**config.mk**
```make
export PLATFORM = sky130hd
export DESIGN_NAME = cycle_period_jitter_monitor_core
export DESIGN_NICKNAME = d
export VERILOG_FILES = /design/src/rtl/cpjm_pkg.sv /design/src/rtl/cycle_period_jitter_monitor_core.sv
export SDC_FILE = /design/constraint.sdc
export NUM_CORES = 2
export LEC_CHECK = 0
export BUFFER_PORTS_ARGS = -buffer_cell sky130_fd_sc_hd__clkbuf_2
export CAP_MARGIN = 20
export CORE_MARGIN = 2
export CORE_UTILIZATION = 55
export DETAILED_ROUTE_END_ITERATION = 10
export PLACE_DENSITY = 0.83
export SETUP_SLACK_MARGIN = 0.2
export SYNTH_ARGS = -nofsm -noshare
export SYNTH_HDL_FRONTEND = slang
export SYNTH_SLANG_ARGS = --single-unit
export TNS_END_PERCENT = 50
```
**constraint.sdc**
```tcl
create_clock -name clk_i -period 5.9 [get_ports clk_i]
set_input_delay 1.18 -clock clk_i [delete_from_list [all_inputs] [get_ports clk_i]]
set_output_delay 1.18 -clock clk_i [all_outputs]
set_load 0.02 [all_outputs]
```
**src/rtl/cpjm_pkg.sv**
```systemverilog
package cpjm_pkg;

  localparam int unsigned TS_W       = 64;
  localparam int unsigned US_W       = 32;
  localparam int unsigned CFG_IDX_W  = 2;

  // Deltas at or above 1000 * 2^32 ns saturate the period, so only the low
  // 42 bits of the delta take part in the division. Dividing by 1000 is a
  // shift by three followed by a reciprocal multiplication for 125, which is
  // exact for every 39-bit dividend.
  localparam int unsigned DELTA_W     = 42;
  localparam int unsigned Q8_W        = DELTA_W - 3;
  localparam int unsigned HALF_W      = 20;
  localparam int unsigned PP_W        = 2 * HALF_W;
  localparam int unsigned SUM_W       = 2 * PP_W;
  localparam int unsigned RECIP_SHIFT = 46;

  // Smallest integer not below 2^46 / 125.
  localparam logic [PP_W-1:0]   RECIP_125 = 40'h83_126E_978E;
  localparam logic [HALF_W-1:0] RECIP_HI  = RECIP_125[PP_W-1:HALF_W];
  localparam logic [HALF_W-1:0] RECIP_LO  = RECIP_125[HALF_W-1:0];

  localparam logic [TS_W-1:0]  SAT_NS     = 64'd4294967296000;

  localparam logic [US_W-1:0]  EXPECTED_RST = 32'd1000;
  localparam logic [US_W-1:0]  WARN_RST     = 32'd50;
  localparam logic [US_W-1:0]  CRIT_RST     = 32'd200;

  localparam int unsigned IN_TDATA_W  = TS_W;
  localparam int unsigned OUT_TDATA_W = 232;

  // Field offsets inside the result tdata.
  localparam int unsigned OFS_JIT     = 0;
  localparam int unsigned OFS_WARN    = 32;
  localparam int unsigned OFS_CRIT    = 33;
  localparam int unsigned OFS_CYC     = 34;
  localparam int unsigned OFS_MAX     = 66;
  localparam int unsigned OFS_AVG     = 98;
  localparam int unsigned OFS_WRN_CNT = 130;
  localparam int unsigned OFS_CRT_CNT = 162;
  localparam int unsigned OFS_PER     = 194;
  localparam int unsigned OFS_OK      = 226;

  typedef enum logic [CFG_IDX_W-1:0] {
    REG_EXPECTED = 2'd0,
    REG_WARN     = 2'd1,
    REG_CRIT     = 2'd2
  } cfg_reg_e;

  typedef struct packed {
    logic            func;
    logic            meas;
    logic            sat;
    logic [Q8_W-1:0] q8;
  } in_stage_t;

  typedef struct packed {
    logic            func;
    logic            meas;
    logic            sat;
    logic [PP_W-1:0] pp_hh;
    logic [PP_W-1:0] pp_hl;
    logic [PP_W-1:0] pp_lh;
    logic [PP_W-1:0] pp_ll;
  } mul_stage_t;

  typedef struct packed {
    logic            func;
    logic            meas;
    logic [US_W-1:0] period;
  } per_stage_t;

  typedef struct packed {
    logic            func;
    logic            meas;
    logic [US_W-1:0] period;
    logic [US_W-1:0] jitter;
  } jit_stage_t;

endpackage

```
**src/rtl/cycle_period_jitter_monitor_core.sv**
```systemverilog
// Cycle period jitter monitor.
// Input stream: s_axis_tuser selects the operation (0 records the timestamp
// in s_axis_tdata, 1 clears all statistics). Every input transfer produces
// exactly one result transfer on the m_axis side, in order. The result
// carries this item's jitter fields and the statistics after the item;
// m_axis_tuser says whether a jitter was measured.
// Configuration: cfg_valid_i writes cfg_data_i into the register selected by
// cfg_index_i (0 expected period, 1 warning threshold, 2 critical threshold);
// cfg_ready_o is always high and other indexes are ignored. Write only while
// the block is empty.
// A new item is taken every cycle unless a stalled receiver has backed up
// the pipeline. The stages are the input register, the products of a
// reciprocal multiplication for the divide by 1000, the period, the jitter,
// and the statistics update that also holds the result.
// When the receiver stalls, the result register holds, bubbles in the
// pipeline still fill, and s_axis_tready drops once all five stages are full.
// Reset empties the pipeline, restores the statistics to their clear values
// and loads the configuration registers with their defaults.
module cycle_period_jitter_monitor_core
  import cpjm_pkg::*;
(
  input  logic                   clk_i,
  input  logic                   rst_ni,
  input  logic                   s_axis_tvalid,
  output logic                   s_axis_tready,
  input  logic [IN_TDATA_W-1:0]  s_axis_tdata,  // timestamp_ns
  input  logic                   s_axis_tuser,  // func
  output logic                   m_axis_tvalid,
  input  logic                   m_axis_tready,
  // jitter_now_us, warn_now, crit_now, cycles_seen, peak_jitter_us,
  // mean_jitter_us, warnings_seen, criticals_seen, period_us, timing_ok
  output logic [OUT_TDATA_W-1:0] m_axis_tdata,
  output logic                   m_axis_tuser,  // jitter_valid
  input  logic                   cfg_valid_i,
  output logic                   cfg_ready_o,
  input  logic [CFG_IDX_W-1:0]   cfg_index_i,
  input  logic [US_W-1:0]        cfg_data_i
);

  function automatic logic [US_W-1:0] sat_inc(input logic [US_W-1:0] v);
    return (v == '1) ? v : v + 1'b1;
  endfunction

  // Configuration registers.
  logic [US_W-1:0] expected_q, warn_thr_q, crit_thr_q;

  assign cfg_ready_o = 1'b1;

  always_ff @(posedge clk_i or negedge rst_ni) begin
    if (!rst_ni) begin
      expected_q <= EXPECTED_RST;
      warn_thr_q <= WARN_RST;
      crit_thr_q <= CRIT_RST;
    end else if (cfg_valid_i) begin
      unique case (cfg_reg_e'(cfg_index_i))
        REG_EXPECTED: expected_q <= cfg_data_i;
        REG_WARN:     warn_thr_q <= cfg_data_i;
        REG_CRIT:     crit_thr_q <= cfg_data_i;
        default: ;
      endcase
    end
  end

  // Previous timestamp, tracked in transfer order at the input.
  logic            have_prev_q;
  logic [TS_W-1:0] prev_ns_q;
  logic            s_fire;
  logic [TS_W-1:0] delta;
  in_stage_t       a_d;

  assign s_fire = s_axis_tvalid & s_axis_tready;

  always_comb begin
    delta = (s_axis_tdata >= prev_ns_q) ? s_axis_tdata - prev_ns_q : '0;
    a_d.func = s_axis_tuser;
    a_d.meas = have_prev_q & ~s_axis_tuser;
    a_d.sat  = (delta >= SAT_NS);
    a_d.q8   = delta[DELTA_W-1:3];
  end

  always_ff @(posedge clk_i or negedge rst_ni) begin
    if (!rst_ni) begin
      have_prev_q <= 1'b0;
    end else if (s_fire) begin
      have_prev_q <= ~s_axis_tuser;
    end
  end

  always_ff @(posedge clk_i) begin
    if (s_fire && !s_axis_tuser) begin
      prev_ns_q <= s_axis_tdata;
    end
  end

  // Pipeline: input register, partial products, period, jitter, result.
  logic             a_vld_q, a_rdy, b_vld_q, b_rdy, c_vld_q, c_rdy, j_vld_q, j_rdy;
  in_stage_t        a_q;
  mul_stage_t       b_q, b_d;
  per_stage_t       c_q, c_d;
  jit_stage_t       j_q, j_d;
  logic             out_vld_q, out_free, out_move;
  logic [SUM_W-1:0] prod_sum;

  assign out_free = ~out_vld_q | m_axis_tready;
  assign out_move = j_vld_q & out_free;
  assign j_rdy    = ~j_vld_q | out_free;
  assign c_rdy    = ~c_vld_q | j_rdy;
  assign b_rdy    = ~b_vld_q | c_rdy;
  assign a_rdy    = ~a_vld_q | b_rdy;

  assign s_axis_tready = a_rdy;

  always_ff @(posedge clk_i or negedge rst_ni) begin
    if (!rst_ni) begin
      a_vld_q <= 1'b0;
      b_vld_q <= 1'b0;
      c_vld_q <= 1'b0;
      j_vld_q <= 1'b0;
    end else begin
      if (a_rdy) begin
        a_vld_q <= s_axis_tvalid;
      end
      if (b_rdy) begin
        b_vld_q <= a_vld_q;
      end
      if (c_rdy) begin
        c_vld_q <= b_vld_q;
      end
      if (j_rdy) begin
        j_vld_q <= c_vld_q;
      end
    end
  end

  always_ff @(posedge clk_i) begin
    if (s_fire) begin
      a_q <= a_d;
    end
    if (b_rdy && a_vld_q) begin
      b_q <= b_d;
    end
    if (c_rdy && b_vld_q) begin
      c_q <= c_d;
    end
    if (j_rdy && c_vld_q) begin
      j_q <= j_d;
    end
  end

  // The delta over eight is split in halves and multiplied by both halves
  // of the reciprocal.
  always_comb begin
    b_d.func  = a_q.func;
    b_d.meas  = a_q.meas;
    b_d.sat   = a_q.sat;
    b_d.pp_hh = PP_W'(a_q.q8[Q8_W-1:HALF_W]) * PP_W'(RECIP_HI);
    b_d.pp_hl = PP_W'(a_q.q8[Q8_W-1:HALF_W]) * PP_W'(RECIP_LO);
    b_d.pp_lh = PP_W'(a_q.q8[HALF_W-1:0]) * PP_W'(RECIP_HI);
    b_d.pp_ll = PP_W'(a_q.q8[HALF_W-1:0]) * PP_W'(RECIP_LO);
  end

  // The quotient starts at bit RECIP_SHIFT of the full product.
  always_comb begin
    prod_sum = {b_q.pp_hh, {PP_W{1'b0}}}
             + {{HALF_W{1'b0}}, b_q.pp_hl, {HALF_W{1'b0}}}
             + {{HALF_W{1'b0}}, b_q.pp_lh, {HALF_W{1'b0}}}
             + {{PP_W{1'b0}}, b_q.pp_ll};
    c_d.func   = b_q.func;
    c_d.meas   = b_q.meas;
    c_d.period = b_q.sat ? '1 : prod_sum[RECIP_SHIFT +: US_W];
  end

  // Jitter.
  always_comb begin
    j_d.func   = c_q.func;
    j_d.meas   = c_q.meas;
    j_d.period = c_q.period;
    j_d.jitter = (c_q.period >= expected_q) ? c_q.period - expected_q
                                            : expected_q - c_q.period;
  end

  // Statistics and result register.
  logic [US_W-1:0] cyc_q, peak_q, avg_q, wrn_cnt_q, crt_cnt_q, per_q;
  logic [US_W-1:0] cyc_d, peak_d, avg_d, wrn_cnt_d, crt_cnt_d, per_d;
  logic            ok_q, ok_d;
  logic            jv_q, jv_d, warn_q, warn_d, crit_q, crit_d;
  logic [US_W-1:0] jit_q, jit_d;
  logic [US_W+3:0] avg_sum;

  always_comb begin
    avg_sum = {1'b0, avg_q, 3'b000} - {4'b0000, avg_q} + {4'b0000, j_q.jitter};
    cyc_d     = cyc_q;
    peak_d    = peak_q;
    avg_d     = avg_q;
    wrn_cnt_d = wrn_cnt_q;
    crt_cnt_d = crt_cnt_q;
    per_d     = per_q;
    ok_d      = ok_q;
    jv_d      = 1'b0;
    jit_d     = '0;
    warn_d    = 1'b0;
    crit_d    = 1'b0;
    if (j_q.func) begin
      cyc_d     = '0;
      peak_d    = '0;
      avg_d     = '0;
      wrn_cnt_d = '0;
      crt_cnt_d = '0;
      per_d     = '0;
      ok_d      = 1'b1;
    end else begin
      cyc_d = sat_inc(cyc_q);
      if (j_q.meas) begin
        jv_d   = 1'b1;
        jit_d  = j_q.jitter;
        per_d  = j_q.period;
        avg_d  = avg_sum[US_W+2:3];
        if (j_q.jitter > peak_q) begin
          peak_d = j_q.jitter;
        end
        if (j_q.jitter > warn_thr_q) begin
          warn_d    = 1'b1;
          wrn_cnt_d = sat_inc(wrn_cnt_q);
        end
        if (j_q.jitter > crit_thr_q) begin
          crit_d    = 1'b1;
          crt_cnt_d = sat_inc(crt_cnt_q);
          ok_d      = 1'b0;
        end
      end
    end
  end

  always_ff @(posedge clk_i or negedge rst_ni) begin
    if (!rst_ni) begin
      out_vld_q <= 1'b0;
      cyc_q     <= '0;
      peak_q    <= '0;
      avg_q     <= '0;
      wrn_cnt_q <= '0;
      crt_cnt_q <= '0;
      per_q     <= '0;
      ok_q      <= 1'b1;
    end else begin
      if (out_free) begin
        out_vld_q <= j_vld_q;
      end
      if (out_move) begin
        cyc_q     <= cyc_d;
        peak_q    <= peak_d;
        avg_q     <= avg_d;
        wrn_cnt_q <= wrn_cnt_d;
        crt_cnt_q <= crt_cnt_d;
        per_q     <= per_d;
        ok_q      <= ok_d;
      end
    end
  end

  always_ff @(posedge clk_i) begin
    if (out_move) begin
      jv_q   <= jv_d;
      jit_q  <= jit_d;
      warn_q <= warn_d;
      crit_q <= crit_d;
    end
  end

  assign m_axis_tvalid = out_vld_q;
  assign m_axis_tuser  = jv_q;
  assign m_axis_tdata  = {5'b00000, ok_q, per_q, crt_cnt_q, wrn_cnt_q, avg_q, peak_q,
                          cyc_q, crit_q, warn_q, jit_q};

endmodule

```
==> results.md <==
- Sequential share of the synthesized area: 31.29%
- Most used DFF post-synth: edfxtp_1
- Chip width: 333.3 um
- Vias in the first global route: 48055
- Yosys cell types: 85
- Setup TNS: -2783 ps
- Synth Register Bits: 670
- Syn avg cell area: 10.22 um2
- Yosys top cell by area: edfxtp_1
- CP endpoint kind: register
- Most used cell, CP: fa_1
- Final Util: 66.16%
- Layout area overhead: 19.09%
- Chip height: 333.3 um
- Via-to-Cell Ratio: 5.766
- Worst stage delay on the critical path: 530 ps
- Final Hold Fails: 0
- Adder-Cell Fraction of Synth Area: 33.70%
- Met3 wire length: 11360 um
- Share of cells above drive strength 1: 20.91%
- CP max-delay cell: fa_1
- Clk buf depth: 3
- Max Used Layer: met5
- GRT Resource Usage Total: 29.88%
- Final WL: 170800 um
- Slew margin rel.: 31.72%
- Post-synthesis compound-gate area fraction: 11.57%
- Reg area: 18660 um2
- Largest family of logic cells by synthesized area: adder cells
- Global-route wire length before repair: 261100 um
- Placed Area: 65240 um2
- H-tree Lvls: 3
- Hold Crit Class: register to register
- Number of enable flip-flop cells after synthesis: 375
- Share of the synthesized area in the top cell type: 18.88%
- Mapped Area: 59640 um2
- DRC viols: 0
- Clock latency on the worst-skew pair: 680 ps
- Site row count: 120
- Gr ovfl total: 0
- GPL Wtd Cong: 0.9860
- Detail Route Antenna Nets: 0
- Starting density of the core: 55.55%
- Simple-gate area share of the yosys netlist: 9.066%
- Largest net degree at the start of global routing: 121
- Worst-path clk slew: 60 ps
- CP max FO: 4
- Met1 WL: 67690 um
- Setup violations, final: 23
- DRT iter0 DRCs: 3769
- Ys async rst share: 44.03%
- CORE AREA: 107400 um2
- CTS buffer count: 76
- Critical path launch point type: register
- Post-DP HPWL: 129700 um
- Final Slew Violations: 0
- Xor and xnor fraction of the mapped netlist area: 4.435%
- Crit path kind: register to register
- Die area: 111100 um2
- Mapped Cells: 5834
- Setup crit end: b_q[118]
- Initial antenna violation count: 9
- Fin area: 71020 um2
- Crit share post-route: 105.1%
- Initial DRT Pass Iterations: 8
- Fmax: 161.2 MHz
- Via Count: 46580
- Place WS: -269.8 ps
- Max Cap Viol: 0
- Final worst slack: -303.2 ps
- Reg2reg end: b_q[118]
- Crit path from: a_q[24]
- WL/cell: 21.15 um
- R2R setup slack: -300 ps
- Multi-input logic area: 38050 um2
- Crit path required time: 6290 ps
- Met2 wire length: 82340 um
- RSZ-0062 raised after global routing: true
- Worst Path Arrival: 6600 ps
- Mux share of post-synthesis cell area: 1.808%
- Nets@finish: 8022
- Ports: 340
- Clock sink count: 670
- Final min period: 6203 ps
- Fillers: 7661
- WHS Path Cells: 0
- Port bufs: 333
- R2r startpoint: a_q[24]
- Status: complete, but fails checks
- Top cells by area, synth: edfxtp_1 19%, ha_1 17%, fa_1 16%, dfrtp_1 12%, inv_1 7.3%
- CTS Root Cell: clkbuf_16
- Slew at the pin with the worst max-slew slack: 1024 ps
- Violated checks: setup timing
- Cell count of the worst reg-to-reg path: 27
- CTS tree: done
- Final Skew: 45.12 ps
- Syn. warnings: 0
## synth_stat cells (65+ instances only)
library cell / instances
ha_1: 824
inv_1: 1153
clkbuf_1: 91
fa_1: 489
nor3_1: 78
nand2_1: 243
edfxtp_1: 375
o21ai_0: 197
nand3_1: 109
a21o_1: 170
xnor2_1: 183
a22o_1: 65
mux2_2: 70
nand4_1: 83
xor2_1: 119
nor2_1: 327
dfrtp_1: 282
a21oi_1: 322
## registers in the layout, summed over array words and instances (netlist names), 34 cells and up
register   cells
j_q           66
b_q          134
c_q           34
a_q           42
prev_ns_q     64
## logic make-up after synthesis
logic type,after synthesis
buf+inv,1273
other cells,2
simple gates,1106
xor+xnor,302
compound gates,1069
flops,670
fa+ha+maj,1313
mux,99
## through the flow
stage,hold slack (ps),cells
floorplan,400.3,5838
global placement,403.1,7777
global route,438.0,8078
detailed placement,408.4,7777
finish,420.9,8079
CTS,422.7,8006
## per-layer routing
metal	vias up	track usage [%]
li1	21254	-
met1	22886	38.17
met2	1909	50.44
met3	529	3.925
met4	2	14.14
met5	-	0
## worst min-delay path by stage
stage                       start       end
after floorplan           a_q[39]  b_q[160]
after global placement    a_q[41]  b_q[162]
after detailed placement  a_q[40]  b_q[161]
after CTS                 a_q[40]  b_q[161]
after global routing      a_q[40]  b_q[161]
final                     a_q[40]  b_q[161]
## critical path, delay by kind of cell (launching register included)
kind	cells	cell delay (ps)
xor+xnor	1	70
buf+inv	7	460
simple gates	2	160
compound gates	10	1690
fa+ha+maj	7	3210
flops	1	360
## cell type report
| class | count | share of cell area, % |
|---|---|---|
| clock buffer | 100 | 2.917 |
| multi-input combinational | 3895 | 53.58 |
| timing repair buffer | 809 | 7.835 |
| tap | 1403 | 2.472 |
| clock inverter | 41 | 0.7734 |
| antenna | 8 | 0.02819 |
| inverter | 1153 | 6.119 |
| sequential | 670 | 26.27 |
## placed cells by master, fill, tap and decap left out, types with 235 or more instances in the layout
master,count
a21oi_1,287
dfrtp_1,282
nor2_1,310
fa_1,452
clkbuf_2,332
ha_1,717
buf_4,415
edfxtp_1,375
nand2_1,235
inv_1,1068
## what timing repair did
action / 4_1_cts / 5_1_grt
setup buffers: 88 / 63
hold buffers: 0 / 0
pin swaps: 147 / 184
resized for setup: 186 / 208
hold endpoints to repair: 0 / 0
setup endpoints to repair: 42 / 59
Power is left out: the tool's default activity adds up to more than one toggle a clock period on the data nets, which glitch-free logic cannot reach.
